## src/design/lbvs_pkg.sv

```systemverilog
// ----------------------------------------------------------------------------
// lbvs_pkg
// Shared types and constants for the linear blend vertex skinning block.
// ----------------------------------------------------------------------------
`timescale 1ns / 1ps
`default_nettype none
package lbvs_pkg;
  localparam int ELEMS_PER_BONE = 12;
  localparam int INFL_FIELDS    = 4;
  localparam int BONE_W         = 6;
  localparam int WEIGHT_W       = 17;
  localparam int COORD_W        = 32;
  localparam int MID_W          = 47;
  localparam int ACC_W          = 53;

  localparam logic ACT_WRITE = 1'b0;
  localparam logic ACT_SKIN  = 1'b1;

  typedef logic signed [COORD_W-1:0] coord_t;
  typedef logic signed [MID_W-1:0]   mid_t;
  typedef logic signed [ACC_W-1:0]   acc_t;

  function automatic logic signed [63:0] clamp_mid(input logic signed [63:0] v,
                                                    output logic sat);
    logic signed [63:0] hi;
    logic signed [63:0] lo;
    begin
      hi  = (64'sd1 <<< (MID_W-1)) - 64'sd1;
      lo  = -(64'sd1 <<< (MID_W-1));
      sat = 1'b0;
      clamp_mid = v;
      if (v > hi) begin
        clamp_mid = hi;
        sat = 1'b1;
      end else if (v < lo) begin
        clamp_mid = lo;
        sat = 1'b1;
      end
    end
  endfunction
endpackage
`default_nettype wire

```

## src/design/lbvs_merge.sv

```systemverilog
// ----------------------------------------------------------------------------
// lbvs_merge
// Sums the lane results and saturates each coordinate to 32 bits.
// ----------------------------------------------------------------------------
`timescale 1ns / 1ps
`default_nettype none
module lbvs_merge #(
  parameter int LANES = 4
) (
  input  wire                 clk,
  input  wire                 adv,
  input  wire lbvs_pkg::acc_t lx [LANES],
  input  wire lbvs_pkg::acc_t ly [LANES],
  input  wire lbvs_pkg::acc_t lz [LANES],
  input  wire [LANES-1:0]     lsat,
  output logic [95:0]         pos,
  output logic                sat
);
  import lbvs_pkg::*;
  logic signed [ACC_W+3:0] sx, sy, sz;
  logic [95:0]             pos_r;
  logic                    sat_r;

  function automatic logic [31:0] clamp32(input logic signed [ACC_W+3:0] v,
                                          output logic s);
    begin
      s = 1'b0;
      clamp32 = v[31:0];
      if (v > (ACC_W+4)'(signed'(32'sh7fffffff))) begin
        clamp32 = 32'h7fffffff;
        s = 1'b1;
      end else if (v < (ACC_W+4)'(signed'(32'sh80000000))) begin
        clamp32 = 32'h80000000;
        s = 1'b1;
      end
    end
  endfunction

  always_comb begin
    sx = '0;
    sy = '0;
    sz = '0;
    for (int l = 0; l < LANES; l++) begin
      sx = sx + (ACC_W+4)'(lx[l]);
      sy = sy + (ACC_W+4)'(ly[l]);
      sz = sz + (ACC_W+4)'(lz[l]);
    end
  end

  always_ff @(posedge clk) begin
    logic a, b, c;
    if (adv) begin
      pos_r[31:0]  <= clamp32(sx, a);
      pos_r[63:32] <= clamp32(sy, b);
      pos_r[95:64] <= clamp32(sz, c);
      sat_r        <= a | b | c | (|lsat);
    end
  end

  assign pos = pos_r;
  assign sat = sat_r;
endmodule
`default_nettype wire

```

## config.mk

```make
export PLATFORM = sky130hd
export DESIGN_NAME = lbvs_merge
export DESIGN_NICKNAME = d
export VERILOG_FILES = /design/src/design/lbvs_pkg.sv /design/src/design/lbvs_merge.sv
export SDC_FILE = /design/constraint.sdc
export NUM_CORES = 1
export LEC_CHECK = 0
export BUFFER_PORTS_ARGS = -buffer_cell sky130_fd_sc_hd__buf_4
export CORE_AREA = 4 4 284 286
export CTS_CLUSTER_SIZE = 20
export DETAILED_ROUTE_END_ITERATION = 12
export DIE_AREA = 0 0 288 290
export PLACE_DENSITY = 0.59
export REMOVE_ABC_BUFFERS = 1
export SYNTH_ARGS = -nofsm -noshare
export SYNTH_HDL_FRONTEND = slang
export SYNTH_SLANG_ARGS = --single-unit
```

## constraint.sdc

```tcl
create_clock -name clk -period 12.3 [get_ports clk]
set_input_delay 1.23 -clock clk [delete_from_list [all_inputs] [get_ports clk]]
set_output_delay 1.23 -clock clk [all_outputs]
set_load 0.005 [all_outputs]
```

* Word-level counts from Yosys, hierarchy flattened *
Index checks and enable logic that the tools add are counted.
W data, S select, Z words.

word-level totals
  register bits after elaboration = 97
  input port bits = 642
  word-level logic and storage cells = 35

operators by class
  add/subtract/negate cells = 9
  magnitude comparators = 6
  multiplexer cells = 12
  bitwise gates (word level) = 3
  reductions and logical operators = 1

operator list
  operator                count
  $add A55 B53 Y56        3
  $gt A56 B32 Y1 const B  3
  $lt A56 B32 Y1 const B  3
  $add A54 B53 Y55        3
  $add A53 B53 Y54        3
  $mux W32                3
  $mux W1                 9
  $reduce_or A4 Y1        1
  $or A1 B1 Y1            3

* Logic depth before layout (Yosys ltp) *
  word-level depth = 10
  mapped depth = 22

* Worst setup path after synthesis *
OpenSTA, ideal clock, no wires.

  kind = input to register
  from = input port lx[1] (netlist name)
  to = register pos_r[5], in the netlist pos[5] (data pin)
  arrival time = 6,285 ps
  data required time = 12,033 ps
  slack = 5,748 ps
  cell stages on the path = 21
  buffers on the path = 2
  cell sequence = inv_1 fa_1 fa_1 inv_1 ha_1 inv_1 fa_1 nor2b_1 o21ba_2 o211ai_1 a2111oi_0 a31o_2 xor2_1 or3_1 or4_1 or4_4 nor4b_4 nand2b_1 buf_6 buf_12 o21ai_2

on the way
  word-level cells in the longest chain between the ends = 3
  elaborated cells on any way between the ends = 4
  classes of those cells = add/sub (1); order compare (2); mux (1)

ends and longest elaborated chain
  element                 RTL line          RTL
  start: declaration      lbvs_merge.sv:12  input wire lbvs_pkg::acc_t lx [LANES],
  $add A55 B53 Y56 *      lbvs_merge.sv:44  sx = sx + (ACC_W+4)'(lx[l]);
  $lt A56 B32 Y1          lbvs_merge.sv:32  end else if (v < (ACC_W+4)'(signed'(32'sh80000000))) begin
  $mux W32                lbvs_merge.sv:32
  end signal: assignment  lbvs_merge.sv:53  pos_r[31:0] <= clamp32(sx, a);
  end: declaration        lbvs_merge.sv:21  logic [95:0] pos_r;

Mark *: on every way between the ends. The rest lies on a longest branch, timed or not.
A chain may end at the register's enable or synchronous reset.

* Worst setup path after layout *
  from = input port lx[1] (netlist name)
  to = register pos_r[2], in the netlist pos[2] (data pin)

The elaborated chain is that of the path after synthesis.

==> impl_results.md <==
- Worst-path fanout max: 26
- Leakage power: 15.5 nW
- Syn Inst Count: 2,948
- I/O Buffers: 738
- PostCTS Resize Cnt: 0
- Maximum clock rate: 132 MHz
- Clock slew seen by the registers of the worst setup and hold paths: 0.09 ns
- Die ar.: 83,500 µm²
- Routed Antenna Nets: 0
- Clock sink total: 97
- GRT Overall Usage: 19.6%
- Clock power share: 6.5%
- Transition time of the tightest slew-check pin: 1.35 ns
- Nets: 4,737
- Mapped cell area: 23,600 µm²
- Post-synth EDFFs: 97
- Startpoint types: input pin
- Vias in the first global route: 23,068
- Hold path depth: 3
- Layout cells sized above 1: 22.7%
- Synth top area share: 27.2%
- Crit end category: flip-flop
- Worst EP arrival: 7.71 ns
- Slowest-stage cell, CP: a2111oi_0
- Placer's final routability congestion estimate: 0.938
- PD cells: 158 nW/µm²
- Cell taking the most area after synthesis: fa_1
- Worst vdd ir: 0.0000769 V
- Outcome: finished clean
- Combinational power share: 80.1%
- Ant diodes: 0
- Internal power: 2.28 mW
- Area growth syn-to-layout: 28.8%
- Seq/Total Area, Yosys: 12.3%
- Ys flop type: edfxtp_1
- HP Start: lsat[2]
- Layout Utilization: 38.8%
- CTS root buffer: clkbuf_16
- Unrepaired setup endpoints after global routing: false
- DR WL/cell: 18.1 µm
- Max-slew violations: 0
- First-pass DRT Iterations: 6
- Synth warnings: 0
- DR vias/cell: 4.81
- DRT iter0 DRCs: 1,435
- DR vias: 22,448
- Main area contributors after synthesis: fa_1 (27%), inv_1 (13%), edfxtp_1 (12%)
- Final setup fails: 0
- Final hold violation count: 0
- # IOs: 739
- First-pass GRT wire length: 129,000 µm
- Footprint of the multi-input gates: 17,300 µm²
- Synth async-reset ratio: 0%
- Antenna violations before repair: 0
- DRC viols: 0
- CTS HTree Levels: 3
- Die height: 290 µm
- Setup_tns: 0 ns
- HPWL Detailed: 75,100 µm
- Max-cap violations: 0
- Dpl cells: 4,648
- Slew Limit Headroom: 7.88%
- Yosys cell types: 80
- Routed WL: 84,500 µm
- Largest net degree at the start of global routing: 54
- Tmin final: 7.60 ns
- Reg power frac: 13.4%
- Register area: 2910 µm²
- Pwr Total: 4.80 mW
- Commonest cells post-synth: inv_1 (811), fa_1 (321), a21oi_1 (223)
- Worst EP required: 12.41 ns
- Cell chain of the critical path: buf_4 -> inv_1 -> fa_1 -> fa_1 -> inv_1 -> ha_1 -> inv_1 -> fa_1 -> nor2b_1 -> o21ba_2 -> o211ai_1 -> a2111oi_0 -> a31o_2 -> xor2_1 -> or3_1 -> or4_1 -> or4_4 -> nor4b_4 -> nand2b_1 -> buf_4 -> a21oi_1
- Synth Register Bits: 97
- Net Sw Power: 2.53 mW
- Core ar.: 78,400 µm²
- Total CTS buffers: 9
- Initial core utilization: 30.2%
- Die width: 288 µm
- Post-CTS Setup Inserts: 0
- Hold-fix buffers at CTS: 0
- Crit-path max cell delay: 1.18 ns
- # fillers: 8,270
- Final worst-path cycle share: 61.8%
- Switch share: 52.6%
- Setup CP Type: in -> reg
- Clk buf depth: 2
- CTS tree: built
- Hold Slack: 1.19 ns
- Worst Hold Endpoint: sat
- GR Overflow Total: 0
- Rows: 103
- HP Class: in -> reg
- Mapped Avg Cell Area: 8.02 µm²
- Most common cell in the synthesized netlist: inv_1
- Final Non-Filler Cells: 4,664
==> placed cells by master, fill, tap and decap left out, types with 68 or more instances in the layout <==
cell and n:
nor2_1 117, edfxtp_1 97, buf_4 744, fa_1 321
xor2_1 68, inv_1 811, o21ai_0 167, ha_1 165
nand2_1 206, a21oi_1 223, xnor2_1 75
==> cells by family after synthesis <==
family,after synthesis,share of synthesized area [%]
buffers and inverters,906,14.6
flip-flops,97,12.3
XOR/XNOR,143,5.30
AND/OR/NAND/NOR,604,12.7
adder cells (fa/ha/maj),486,35.9
AO/OA/AOI/OAI,708,19.0
multiplexers,4,0.185
==> power groups by stage <==
stage | registers, mW | logic (mW) | clock network (mW)
final | 0.641 | 3.85 | 0.313
after CTS | 0.643 | 3.84 | 0.327
after detailed placement | 0.647 | 3.81 | 0
after global placement | 0.647 | 3.82 | 0
after global routing | 0.653 | 4.26 | 0.339
after floorplan | 0.641 | 2.49 | 0
==> through the flow <==
| step | worst slack, ns | instance area, µm² |
|---|---|---|
| after floorplan | 5.18 | 23200 |
| after global placement | 4.46 | 30100 |
| after detailed placement | 4.45 | 30100 |
| after CTS | 4.89 | 30400 |
| after global routing | 4.46 | 30400 |
| final | 4.70 | 30400 |
==> routing by layer <==
metal / global-route usage (%) / routed length (µm) / part of all wire (%) / vias to the layer above
li1: - / - / - / 10824
met1: 24.6 / 34400 / 41 / 10802
met2: 35.8 / 43400 / 51 / 752
met3: 3.25 / 5310 / 6.3 / 70
met4: 3.39 / 1430 / 1.7 / 0
met5: 0 / 0 / 0 / -
==> state kept, by name (all words and copies together) (netlist names) <==
signal,count
sat,1
pos,96
==> worst max path at each step <==
stage | to | depth (start not counted) | from
floorplan | pos[0] | 19 | lx[1]
global placement | pos[2] | 21 | lx[107]
detailed placement | pos[3] | 21 | lx[1]
CTS | pos[2] | 21 | lx[1]
global route | pos[2] | 21 | lx[1]
finish | pos[2] | 21 | lx[1]
==> area by class of cell <==
cell class                 instances  area share [%]
multi-input combinational       1945            56.7
timing repair buffer             744            18.4
inverter                         812            10.0
sequential                        97            9.57
tap                             1050            4.32
clock buffer                       9           0.740
clock inverter                     7           0.267
==> critical path: cells and delay by family <==
kind / cells / cell delay, ns
AOI/OAI and AO/OA: 5 / 2.00
and+or+nand+nor: 6 / 2.10
adders and majority gates: 4 / 1.59
xor gates and xnor gates: 1 / 0.10
buffers and inverters: 5 / 0.66
No activity file was read; power rests on OpenSTA's default activity.
